===== config.mk =====
export PLATFORM = sky130hd
export DESIGN_NAME = touch_slider_gesture_recognizer
export DESIGN_NICKNAME = d
export VERILOG_FILES = /design/src/rtl/tsg_pkg.sv /design/src/rtl/tsg_classify.sv /design/src/rtl/tsg_track.sv /design/src/rtl/touch_slider_gesture_recognizer.sv
export SDC_FILE = /design/constraint.sdc
export NUM_CORES = 2
export LEC_CHECK = 0
export BUFFER_PORTS_ARGS = -buffer_cell sky130_fd_sc_hd__clkbuf_2
export CORE_MARGIN = 2
export CORE_UTILIZATION = 60
export DETAILED_ROUTE_END_ITERATION = 16
export MAX_ROUTING_LAYER = met4
export PLACE_DENSITY = 0.81
export REMOVE_ABC_BUFFERS = 1
export SLEW_MARGIN = 10
export SYNTH_ARGS = -nofsm -noshare
export SYNTH_HDL_FRONTEND = slang
export SYNTH_SLANG_ARGS = --single-unit

===== constraint.sdc =====
create_clock -name clk -period 23.8 [get_ports clk]
set_input_delay 2.38 -clock clk [delete_from_list [all_inputs] [get_ports clk]]
set_output_delay 2.38 -clock clk [all_outputs]
set_load 0.01 [all_outputs]

===== src/rtl/tsg_pkg.sv =====
// ----------------------------------------------------------------------------
// tsg_pkg
// Shared types, constants and the axis decoder of the touch slider gesture
// recognizer.
// ----------------------------------------------------------------------------
package tsg_pkg;

  localparam int X_ELECTRODES = 8;
  localparam int Y_ELECTRODES = 4;

  localparam logic [7:0] F_TOUCH = 8'h01;
  localparam logic [7:0] F_REL   = 8'h02;
  localparam logic [7:0] F_MOVE  = 8'h04;
  localparam logic [7:0] F_TAP   = 8'h08;
  localparam logic [7:0] F_PRESS = 8'h10;
  localparam logic [7:0] F_HOLD  = 8'h20;
  localparam logic [7:0] F_SWIPE = 8'h40;
  localparam logic [7:0] F_DRAG  = 8'h80;

  localparam logic [15:0] SUM_MAX = 16'd32767;

  typedef enum logic [2:0] {
    REG_MIN_X,
    REG_MAX_X,
    REG_MIN_Y,
    REG_MAX_Y,
    REG_INVERT_X,
    REG_INVERT_Y,
    REG_EDGE_ZONE
  } reg_index_t;

  typedef struct packed {
    logic [4:0] min_x;
    logic [5:0] max_x;
    logic [4:0] min_y;
    logic [5:0] max_y;
    logic       invert_x;
    logic       invert_y;
  } cfg_t;

  typedef struct packed {
    logic [5:0]        cur_x;
    logic [5:0]        cur_y;
    logic [5:0]        begin_x;
    logic [5:0]        begin_y;
    logic [15:0]       pos_sum_x;
    logic [15:0]       pos_sum_y;
    logic [15:0]       neg_sum_x;
    logic [15:0]       neg_sum_y;
    logic signed [15:0] swipe_dx;
    logic signed [15:0] swipe_dy;
    logic [31:0]       touch_time;
    logic [31:0]       release_time;
    logic [31:0]       held_time;
    logic [31:0]       last_tap_time;
    logic [31:0]       last_press_time;
    logic [7:0]        repeat_count;
    logic [7:0]        pending_flags;
    logic              tap_armed;
    logic              press_armed;
  } state_t;

  typedef struct packed {
    logic [7:0]         event_flags;
    logic [5:0]         pos_x;
    logic [5:0]         pos_y;
    logic [5:0]         start_x;
    logic [5:0]         start_y;
    logic signed [15:0] swipe_x;
    logic signed [15:0] swipe_y;
    logic [7:0]         tap_count;
    logic [31:0]        duration_ms;
  } result_t;

  // Decodes one axis mask. The highest touched electrode run wins, a pair of
  // neighbors gives the half step, and the second highest electrode alone
  // forces the override value.
  function automatic logic [5:0] decode_axis(input logic [7:0] mask, input int n,
                                             input logic signed [9:0] single,
                                             input logic signed [9:0] dbl,
                                             input logic signed [9:0] ovr,
                                             input logic signed [9:0] lo,
                                             input logic signed [9:0] hi,
                                             input logic inv);
    logic signed [9:0] v;
    logic a;
    logic b;
    logic [5:0] r;
    v = -10'sd1;
    for (int i = 0; i < 8; i++) begin
      a = mask[i];
      b = (i == 0) ? 1'b0 : mask[(i == 0) ? 0 : i - 1];
      if (i < n) begin
        if (a && !b) v = single + $signed(10'(2 * i));
        if (a && b) v = dbl + $signed(10'(2 * i));
      end
    end
    if (mask[n - 2] && !mask[n - 1]) v = ovr;
    if (v >= lo && inv) v = hi + lo - v;
    if (v < lo) r = 6'd0;
    else if (v > 10'sd63) r = 6'd63;
    else r = v[5:0];
    return r;
  endfunction

endpackage


===== src/rtl/tsg_classify.sv =====
// ----------------------------------------------------------------------------
// tsg_classify
// Gesture classification: tap, press, hold, swipe and drag, repeat counting.
// ----------------------------------------------------------------------------
module tsg_classify (
  input  tsg_pkg::state_t st_in,
  input  logic [31:0]     now,
  input  logic [31:0]     dur,
  output tsg_pkg::state_t st_out
);

  logic              rel;
  logic signed [16:0] mx;
  logic signed [16:0] my;
  logic signed [18:0] mx3;
  logic signed [18:0] my3;
  logic              still;
  logic              swipe_any;

  assign rel = st_in.pending_flags[1];
  assign mx  = $signed({1'b0, st_in.pos_sum_x}) - $signed({1'b0, st_in.neg_sum_x});
  assign my  = $signed({1'b0, st_in.pos_sum_y}) - $signed({1'b0, st_in.neg_sum_y});
  assign mx3 = ($signed({{2{mx[16]}}, mx}) <<< 1) + $signed({{2{mx[16]}}, mx});
  assign my3 = ($signed({{2{my[16]}}, my}) <<< 1) + $signed({{2{my[16]}}, my});
  assign still = st_in.pos_sum_x <= 16'd5 && st_in.neg_sum_x <= 16'd5 && mx <= 17'sd2 &&
                 st_in.pos_sum_y <= 16'd5 && st_in.neg_sum_y <= 16'd5 && my <= 17'sd2;

  always_comb begin
    st_out = st_in;
    if (still) begin
      if (rel) begin
        if (dur <= 32'd1000) begin
          st_out.pending_flags = st_out.pending_flags | tsg_pkg::F_TAP;
          if (st_in.tap_armed && st_in.repeat_count != 8'd255) begin
            st_out.repeat_count = st_in.repeat_count + 8'd1;
          end
          st_out.last_tap_time = now;
          st_out.tap_armed = 1'b1;
          st_out.press_armed = 1'b0;
        end else begin
          st_out.pending_flags = st_out.pending_flags | tsg_pkg::F_PRESS;
          if (st_in.press_armed && st_in.repeat_count != 8'd255) begin
            st_out.repeat_count = st_in.repeat_count + 8'd1;
          end
          st_out.last_press_time = now;
          st_out.press_armed = 1'b1;
          st_out.tap_armed = 1'b0;
        end
      end else if (dur > 32'd250) begin
        st_out.pending_flags = st_out.pending_flags | tsg_pkg::F_HOLD;
      end
    end else begin
      if (mx3 > $signed({3'b0, st_in.pos_sum_x}) || mx3 < $signed({3'b0, st_in.neg_sum_x})) begin
        st_out.swipe_dx = mx[15:0];
      end
      if (my3 > $signed({3'b0, st_in.pos_sum_y}) || my3 < $signed({3'b0, st_in.neg_sum_y})) begin
        st_out.swipe_dy = 16'(-my);
      end
    end
    swipe_any = (st_out.swipe_dx != 16'sd0) || (st_out.swipe_dy != 16'sd0);
    if (rel) begin
      if (swipe_any) begin
        st_out.pending_flags = st_out.pending_flags | tsg_pkg::F_SWIPE;
        st_out.tap_armed = 1'b0;
        st_out.press_armed = 1'b0;
        st_out.repeat_count = 8'd0;
      end
    end else if (dur > 32'd1000 && st_in.pending_flags[2] && swipe_any) begin
      st_out.pending_flags = st_out.pending_flags | tsg_pkg::F_DRAG;
    end
  end

endmodule


===== src/rtl/tsg_track.sv =====
// ----------------------------------------------------------------------------
// tsg_track
// Touch state register, position decode and per-item state update.
// ----------------------------------------------------------------------------
module tsg_track (
  input  logic             clk,
  input  logic             rst,
  input  logic             advance,
  input  logic             command,
  input  logic [11:0]      electrodes,
  input  logic [31:0]      time_ms,
  input  tsg_pkg::cfg_t    cfg,
  output logic             emit,
  output tsg_pkg::result_t result
);

  tsg_pkg::state_t st;
  tsg_pkg::state_t st_next;
  tsg_pkg::state_t cls_in;
  tsg_pkg::state_t cls_out;

  logic        was;
  logic        now_held;
  logic [5:0]  nx;
  logic [5:0]  ny;
  logic [31:0] dur;
  logic [31:0] tap_gap;
  logic [31:0] press_gap;
  logic        tick_live;
  logic signed [6:0] dx;
  logic signed [6:0] dy;
  logic [16:0] sum_x;
  logic [16:0] sum_y;

  assign was = (st.cur_x != 6'd0) || (st.cur_y != 6'd0);
  assign nx = tsg_pkg::decode_axis(electrodes[7:0], tsg_pkg::X_ELECTRODES,
                                   $signed({5'b0, cfg.min_x}) - 10'sd1,
                                   $signed({5'b0, cfg.min_x}) - 10'sd2,
                                   $signed({4'b0, cfg.max_x}),
                                   $signed({5'b0, cfg.min_x}),
                                   $signed({4'b0, cfg.max_x}), cfg.invert_x);
  assign ny = tsg_pkg::decode_axis({4'b0, electrodes[11:8]}, tsg_pkg::Y_ELECTRODES,
                                   $signed({5'b0, cfg.min_y}),
                                   $signed({5'b0, cfg.min_y}) - 10'sd1,
                                   $signed({4'b0, cfg.max_y}) + 10'sd1,
                                   $signed({5'b0, cfg.min_y}),
                                   $signed({4'b0, cfg.max_y}), cfg.invert_y);
  assign now_held = (nx != 6'd0) || (ny != 6'd0);
  assign dur = time_ms - st.touch_time;
  assign tap_gap = time_ms - st.last_tap_time;
  assign press_gap = time_ms - st.last_press_time;
  assign tick_live = was && ((time_ms - st.held_time) > 32'd250);
  assign dx = $signed({1'b0, nx}) - $signed({1'b0, st.cur_x});
  assign dy = $signed({1'b0, ny}) - $signed({1'b0, st.cur_y});

  always_comb begin
    cls_in = st;
    sum_x = 17'd0;
    sum_y = 17'd0;
    if (command) begin
      cls_in.held_time = time_ms;
    end else begin
      cls_in.cur_x = nx;
      cls_in.cur_y = ny;
      if (!now_held) begin
        cls_in.pending_flags = tsg_pkg::F_REL;
        cls_in.release_time = time_ms;
      end else begin
        cls_in.pending_flags = tsg_pkg::F_MOVE;
        if (nx != 6'd0 && st.cur_x != 6'd0) begin
          if (dx < 7'sd0) begin
            sum_x = {1'b0, st.neg_sum_x} + 17'(unsigned'(-dx));
            cls_in.neg_sum_x = (sum_x > {1'b0, tsg_pkg::SUM_MAX}) ? tsg_pkg::SUM_MAX : sum_x[15:0];
          end else begin
            sum_x = {1'b0, st.pos_sum_x} + 17'(unsigned'(dx));
            cls_in.pos_sum_x = (sum_x > {1'b0, tsg_pkg::SUM_MAX}) ? tsg_pkg::SUM_MAX : sum_x[15:0];
          end
        end
        if (ny != 6'd0 && st.cur_y != 6'd0) begin
          if (dy < 7'sd0) begin
            sum_y = {1'b0, st.neg_sum_y} + 17'(unsigned'(-dy));
            cls_in.neg_sum_y = (sum_y > {1'b0, tsg_pkg::SUM_MAX}) ? tsg_pkg::SUM_MAX : sum_y[15:0];
          end else begin
            sum_y = {1'b0, st.pos_sum_y} + 17'(unsigned'(dy));
            cls_in.pos_sum_y = (sum_y > {1'b0, tsg_pkg::SUM_MAX}) ? tsg_pkg::SUM_MAX : sum_y[15:0];
          end
        end
      end
    end
  end

  tsg_classify u_classify (
    .st_in  (cls_in),
    .now    (time_ms),
    .dur    (dur),
    .st_out (cls_out)
  );

  always_comb begin
    st_next = st;
    emit = 1'b0;
    result.event_flags = cls_out.pending_flags;
    result.pos_x = cls_out.cur_x;
    result.pos_y = cls_out.cur_y;
    result.start_x = cls_out.begin_x;
    result.start_y = cls_out.begin_y;
    result.swipe_x = cls_out.swipe_dx;
    result.swipe_y = cls_out.swipe_dy;
    result.tap_count = cls_out.repeat_count;
    result.duration_ms = dur;
    if (command) begin
      if (tick_live) begin
        st_next = cls_out;
        if (cls_out.pending_flags != 8'd0) begin
          emit = 1'b1;
          st_next.pending_flags = 8'd0;
        end
      end
    end else if (!was && now_held) begin
      st_next.cur_x = nx;
      st_next.cur_y = ny;
      if (st.tap_armed && !(tap_gap >= 32'd50 && tap_gap <= 32'd1000)) begin
        st_next.tap_armed = 1'b0;
        st_next.repeat_count = 8'd0;
      end
      if (st.press_armed && !(press_gap >= 32'd50 && press_gap <= 32'd1000)) begin
        st_next.press_armed = 1'b0;
        st_next.repeat_count = 8'd0;
      end
      st_next.touch_time = time_ms;
      st_next.held_time = time_ms;
      st_next.release_time = 32'd0;
      st_next.pos_sum_x = 16'd0;
      st_next.pos_sum_y = 16'd0;
      st_next.neg_sum_x = 16'd0;
      st_next.neg_sum_y = 16'd0;
      st_next.swipe_dx = 16'sd0;
      st_next.swipe_dy = 16'sd0;
      st_next.begin_x = nx;
      st_next.begin_y = ny;
      st_next.pending_flags = 8'd0;
      emit = 1'b1;
      result.event_flags = tsg_pkg::F_TOUCH;
      result.pos_x = nx;
      result.pos_y = ny;
      result.start_x = nx;
      result.start_y = ny;
      result.swipe_x = 16'sd0;
      result.swipe_y = 16'sd0;
      result.tap_count = st_next.repeat_count;
      result.duration_ms = 32'd0;
    end else if (was && !now_held) begin
      st_next = cls_out;
      st_next.touch_time = 32'd0;
      st_next.pending_flags = 8'd0;
      emit = 1'b1;
    end else if (was && now_held) begin
      st_next = cls_out;
    end else begin
      st_next.cur_x = nx;
      st_next.cur_y = ny;
    end
  end

  always_ff @(posedge clk) begin
    if (rst) begin
      st <= '0;
    end else if (advance) begin
      st <= st_next;
    end
  end

  a_emit_clears : assert property (@(posedge clk) disable iff (rst)
    (advance && emit) |=> st.pending_flags == 8'd0)
    else $error("pending flags survive a result");
  a_release_clears : assert property (@(posedge clk) disable iff (rst)
    (advance && !command && was && !now_held) |=> st.touch_time == 32'd0)
    else $error("touch time kept after release");
  a_sum_bound : assert property (@(posedge clk) disable iff (rst)
    !st.pos_sum_x[15] && !st.neg_sum_x[15] && !st.pos_sum_y[15] && !st.neg_sum_y[15])
    else $error("motion sum above saturation limit");
  a_idle_no_result : assert property (@(posedge clk) disable iff (rst)
    (!command && !was && !now_held) |-> !emit)
    else $error("result while idle");

endmodule


===== src/rtl/touch_slider_gesture_recognizer.sv =====
// ----------------------------------------------------------------------------
// touch_slider_gesture_recognizer
// Top level: configuration registers, input register, result register.
// ----------------------------------------------------------------------------
// An item is taken into an input register, processed by the touch tracker and
// any result is loaded into the output register, so the block accepts one
// transfer per clock while the output register is free or being read; a held
// result stalls the input register. The touch tracker's state update sets this rate.
module touch_slider_gesture_recognizer (
  input  logic         clk,
  input  logic         rst,
  input  logic         s_tvalid,
  output logic         s_tready,
  input  logic [47:0]  s_tdata,   // electrodes[11:0], time_ms[43:12], zero pad
  input  logic [0:0]   s_tuser,   // command
  output logic         m_tvalid,
  input  logic         m_tready,
  output logic [103:0] m_tdata,   // event_flags, pos_x, pos_y, start_x, start_y,
                                  // swipe_x, swipe_y, tap_count, duration_ms
  input  logic         cfg_we,
  input  logic [2:0]   cfg_index,
  input  logic [5:0]   cfg_data
);

  tsg_pkg::cfg_t    cfg;
  tsg_pkg::result_t result;
  tsg_pkg::result_t out_reg;

  logic        in_valid;
  logic        in_cmd;
  logic [11:0] in_el;
  logic [31:0] in_time;
  logic        advance;
  logic        emit;

  always_ff @(posedge clk) begin
    if (rst) begin
      cfg.min_x <= 5'd2;
      cfg.max_x <= 6'd17;
      cfg.min_y <= 5'd1;
      cfg.max_y <= 6'd8;
      cfg.invert_x <= 1'b0;
      cfg.invert_y <= 1'b0;
    end else if (cfg_we) begin
      case (cfg_index)
        tsg_pkg::REG_MIN_X:    cfg.min_x <= cfg_data[4:0];
        tsg_pkg::REG_MAX_X:    cfg.max_x <= cfg_data;
        tsg_pkg::REG_MIN_Y:    cfg.min_y <= cfg_data[4:0];
        tsg_pkg::REG_MAX_Y:    cfg.max_y <= cfg_data;
        tsg_pkg::REG_INVERT_X: cfg.invert_x <= cfg_data[0];
        tsg_pkg::REG_INVERT_Y: cfg.invert_y <= cfg_data[0];
        default: begin
        end
      endcase
    end
  end

  assign advance = in_valid && (!m_tvalid || m_tready);
  assign s_tready = !in_valid || advance;

  always_ff @(posedge clk) begin
    if (rst) begin
      in_valid <= 1'b0;
    end else if (s_tready) begin
      in_valid <= s_tvalid;
    end
  end

  always_ff @(posedge clk) begin
    if (s_tready && s_tvalid) begin
      in_cmd <= s_tuser[0];
      in_el <= s_tdata[11:0];
      in_time <= s_tdata[43:12];
    end
  end

  tsg_track u_track (
    .clk        (clk),
    .rst        (rst),
    .advance    (advance),
    .command    (in_cmd),
    .electrodes (in_el),
    .time_ms    (in_time),
    .cfg        (cfg),
    .emit       (emit),
    .result     (result)
  );

  always_ff @(posedge clk) begin
    if (rst) begin
      m_tvalid <= 1'b0;
    end else begin
      if (m_tready) m_tvalid <= 1'b0;
      if (advance && emit) m_tvalid <= 1'b1;
    end
  end

  always_ff @(posedge clk) begin
    if (advance && emit) begin
      out_reg <= result;
    end
  end

  assign m_tdata = {out_reg.duration_ms, out_reg.tap_count, out_reg.swipe_y, out_reg.swipe_x,
                    out_reg.start_y, out_reg.start_x, out_reg.pos_y, out_reg.pos_x,
                    out_reg.event_flags};

endmodule

==> results.json <==
{
  "status": "finished clean",
  "first_pass_iters": 6,
  "worst_path_most_repeated_cell": "ha_1",
  "period_share_pct": 79.4,
  "gp_congestion": 0.959,
  "synth_seq_area_share_pct": 27.4,
  "core.rowCount": 91,
  "synth_top_family_by_area": "compound AO/OA/AOI/OAI gates",
  "postCtsHoldBufs": 0,
  "crit_slowest_cell": "buf_4",
  "seqPwrFrac_pct": 21.4,
  "maxSlewHeadroom_pct": 28.7,
  "cp_max_fo": 73,
  "p_switching_w": 0.00192,
  "numCtsBuffers": 50,
  "dp.cells": 5563,
  "grt_usage_pct": 31.9,
  "post_cts_buffers": 0,
  "avgSynthCellArea_um2": 7.98,
  "fin_setup_tns_ns": 0,
  "fp.dieW_um": 254,
  "grtUsageMet2_pct": 50.0,
  "dieArea_um2": 64700,
  "switching_share_pct": 44.5,
  "synth_mux_area_share_pct": 4.19,
  "cp.required_ns": 24.03,
  "fin_util_pct": 65.9,
  "layout_commonest_cell": "nor2_1",
  "fillers": 5217,
  "cp.buffers_inverters": 8,
  "intPower_w": 0.00239,
  "cts.path.max_buffers": 3,
  "drc": 0,
  "via_per_inst": 6.19,
  "pin_count": 169,
  "post-route-min-period_ns": 18.91,
  "arrival_ns": 19.14,
  "min_path_type": "flip-flop to flip-flop",
  "synth_edf_count": 149,
  "vias": 35000,
  "clkPwrFrac_pct": 19.4,
  "report.final.slew_viol_count": 0,
  "cp-end-kind": "flip-flop",
  "tightest_slew_ns": 1.07,
  "drv_cap": 0,
  "skew_ns": 0.0232,
  "synthXorXnorAreaFrac_pct": 5.02,
  "syn_to_final_growth_pct": 8.40,
  "final-setup-viol-count": 0,
  "grt-busiest-layer": "met2",
  "grt_pass1_vias": 32100,
  "synth_async_sr_flop_share_pct": 0,
  "slowest_delay_ns": 0.88,
  "clock-sinks": 441,
  "final_cell_mix": "nor2_1 (521), a21oi_1 (452), ha_1 (420)",
  "wirelength_mm": 103,
  "p_per_area_nw_per_um2": 106,
  "critPathKind": "flip-flop to flip-flop",
  "io_buffers": 164,
  "peakVddDrop_mv": 0.109,
  "final_cell_count_no_fill": 5657,
  "power_leakage_nw": 16.4,
  "synthAdderAreaFrac_pct": 14.9,
  "start_kind": "flip-flop",
  "met1_usage_pct": 42.2,
  "cts_root_buf": "clkbuf_16",
  "synth_area_um2": 37600,
  "drtAntennaViolNets": 0,
  "grt_max_degree": 191,
  "grt_overflow_total": 0,
  "post_cts_resized": 0,
  "ys_seq_elements": 441,
  "cts_tree": "built",
  "dpl_cell_area_um2": 39000,
  "grt_pass1_wl_mm": 165,
  "synth-simple-area-share_pct": 20.5,
  "synth_cell_type_count": 114,
  "n_antenna_cell": 0,
  "clock_latency_ns": 0.62,
  "synth_top_flop_cell": "dfxtp_1",
  "yosys_warnings": 0,
  "fin_nets": 5279,
  "htreeDepth": 2,
  "finalInstanceArea_um2": 40800,
  "drive_above_1_share_pct": 8.15,
  "cp_top_family": "compound AO/OA/AOI/OAI gates",
  "initial_core_util_pct": 60.8,
  "combPwrFrac_pct": 59.2,
  "seqCellArea_um2": 10300,
  "grt_setup_unrepaired": "false",
  "antenna_found_initial": 0,
  "coreArea_um2": 61800,
  "clk_pin_slew_ns": 0.06,
  "synth_compound_area_share_pct": 22.1,
  "power_w": 0.00432,
  "place_hpwl_mm": 75.1,
  "multiInputGateArea_um2": 25100,
  "netlist_instances": 4710,
  "fmax_mhz": 52.9,
  "drt_iter0_drc": 3311,
  "use_met3_pct": 4.54,
  "chipHeight_um": 254,
  "wl_per_cell_um": 18.2,
  "hold_violations": 0
}
-- worst reg2reg max path: cells and delay by family, from the launching register on --
family	cells	cell delay, ns
flip-flops	1	0.60
multiplexers	2	0.83
AO/OA/AOI/OAI	27	6.65
adder cells (fa/ha/maj)	9	2.73
AND/OR/NAND/NOR	21	4.44
buffers and inverters	8	2.29
XOR/XNOR	4	0.88
-- flip-flops by register name (all words and copies together), names as in the netlist --
signal,count
in_valid,1
cfg,24
in_cmd,1
u_track.cls_in,150
u_track.st,116
m_tvalid,1
m_tdata,104
in_el,12
in_time,32
-- routing by layer --
layer | part of all wire (%) | wire, um | up-vias
met1 | 44 | 45100 | 16400
met5 | 0 | 0 | -
met3 | 7.9 | 8170 | 231
li1 | - | - | 17100
met2 | 45 | 46200 | 1370
met4 | 3.5 | 3560 | 0
-- metrics by stage --
stage,setup slack [ns],hold WS (ns)
final,4.89,0.450
after global routing,3.78,0.463
after CTS,5.19,0.451
after detailed placement,5.31,0.443
after global placement,5.57,0.437
after floorplan,7.66,0.426
-- kinds of logic (layout without fill, tap and decap cells) --
| logic type | count (synthesis) | after routing |
|---|---|---|
| multiplexers | 154 | 154 |
| buffers and inverters | 567 | 677 |
| AND/OR/NAND/NOR | 1622 | 1622 |
| XOR/XNOR | 208 | 208 |
| AO/OA/AOI/OAI | 1280 | 1280 |
| flip-flops | 441 | 441 |
| adder cells (fa/ha/maj) | 438 | 438 |
-- layout make-up --
type	count	area share, %
Inverter	391	3.61
Multi-Input combinational cell	3702	61.6
Clock inverter	35	1.10
Tap cell	837	2.57
Sequential cell	441	25.3
Clock buffer	59	3.23
Timing Repair Buffer	192	2.58
-- power groups by stage --
stage	registers, W	clock network (W)	logic, W
4_1_cts	0.000923	0.000847	0.00252
2_1_floorplan	0.000942	0	0.00190
6_report	0.000924	0.000837	0.00256
5_1_grt	0.000930	0.000873	0.00287
3_3_place_gp	0.000936	0	0.00244
3_5_place_dp	0.000938	0	0.00250
-- path summary, 6_finish.rpt --
path / start / end / slack, ns / cells after the start
setup / recovery: cfg[20]$_SDFFE_PP1P_ / m_tdata[61]$_DFFE_PP_ / 4.89 / 71
hold / removal: u_track.cls_in[167]$_SDFFE_PP0P_ / u_track.cls_in[167]$_SDFFE_PP0P_ / 0.45 / 2
setup reg to reg: cfg[20]$_SDFFE_PP1P_ / m_tdata[61]$_DFFE_PP_ / 4.89 / 71
hold reg to reg: u_track.cls_in[167]$_SDFFE_PP0P_ / u_track.cls_in[167]$_SDFFE_PP0P_ / 0.45 / 2
-- cells in the mapped netlist (all sizes together), types with 11 or more instances --
cell type / n / area (um^2)
nor2: 528 / 1990
a21oi: 455 / 2300
ha: 420 / 5260
nand2: 400 / 1510
inv: 391 / 1470
dfxtp: 292 / 5850
o21ai: 215 / 1080
nor3: 190 / 1000
edfxtp: 149 / 4470
clkbuf: 136 / 510
mux2i: 136 / 1370
xnor2: 133 / 1190
nand3: 114 / 576
a21o: 78 / 586
xor2: 72 / 631
o21a: 68 / 512
nor2b: 66 / 413
nand2b: 54 / 338
a31oi: 47 / 294
nand4: 43 / 284
buf: 40 / 233
and2: 39 / 244
o211ai: 38 / 290
a211oi: 36 / 275
nor4: 36 / 255
o22ai: 36 / 231
o31ai: 36 / 284
or3: 32 / 200
o21bai: 31 / 233
and3: 28 / 175
a21boi: 25 / 203
a2111oi: 19 / 191
nor3b: 19 / 143
or2: 19 / 119
fa: 18 / 360
mux2: 18 / 206
a22oi: 15 / 118
a31o: 15 / 131
o221ai: 15 / 131
o2111ai: 14 / 140
a211o: 13 / 114
nand3b: 13 / 97.6
o31a: 13 / 114
or4: 11 / 82.6
Power figures use the tool's default switching activity.
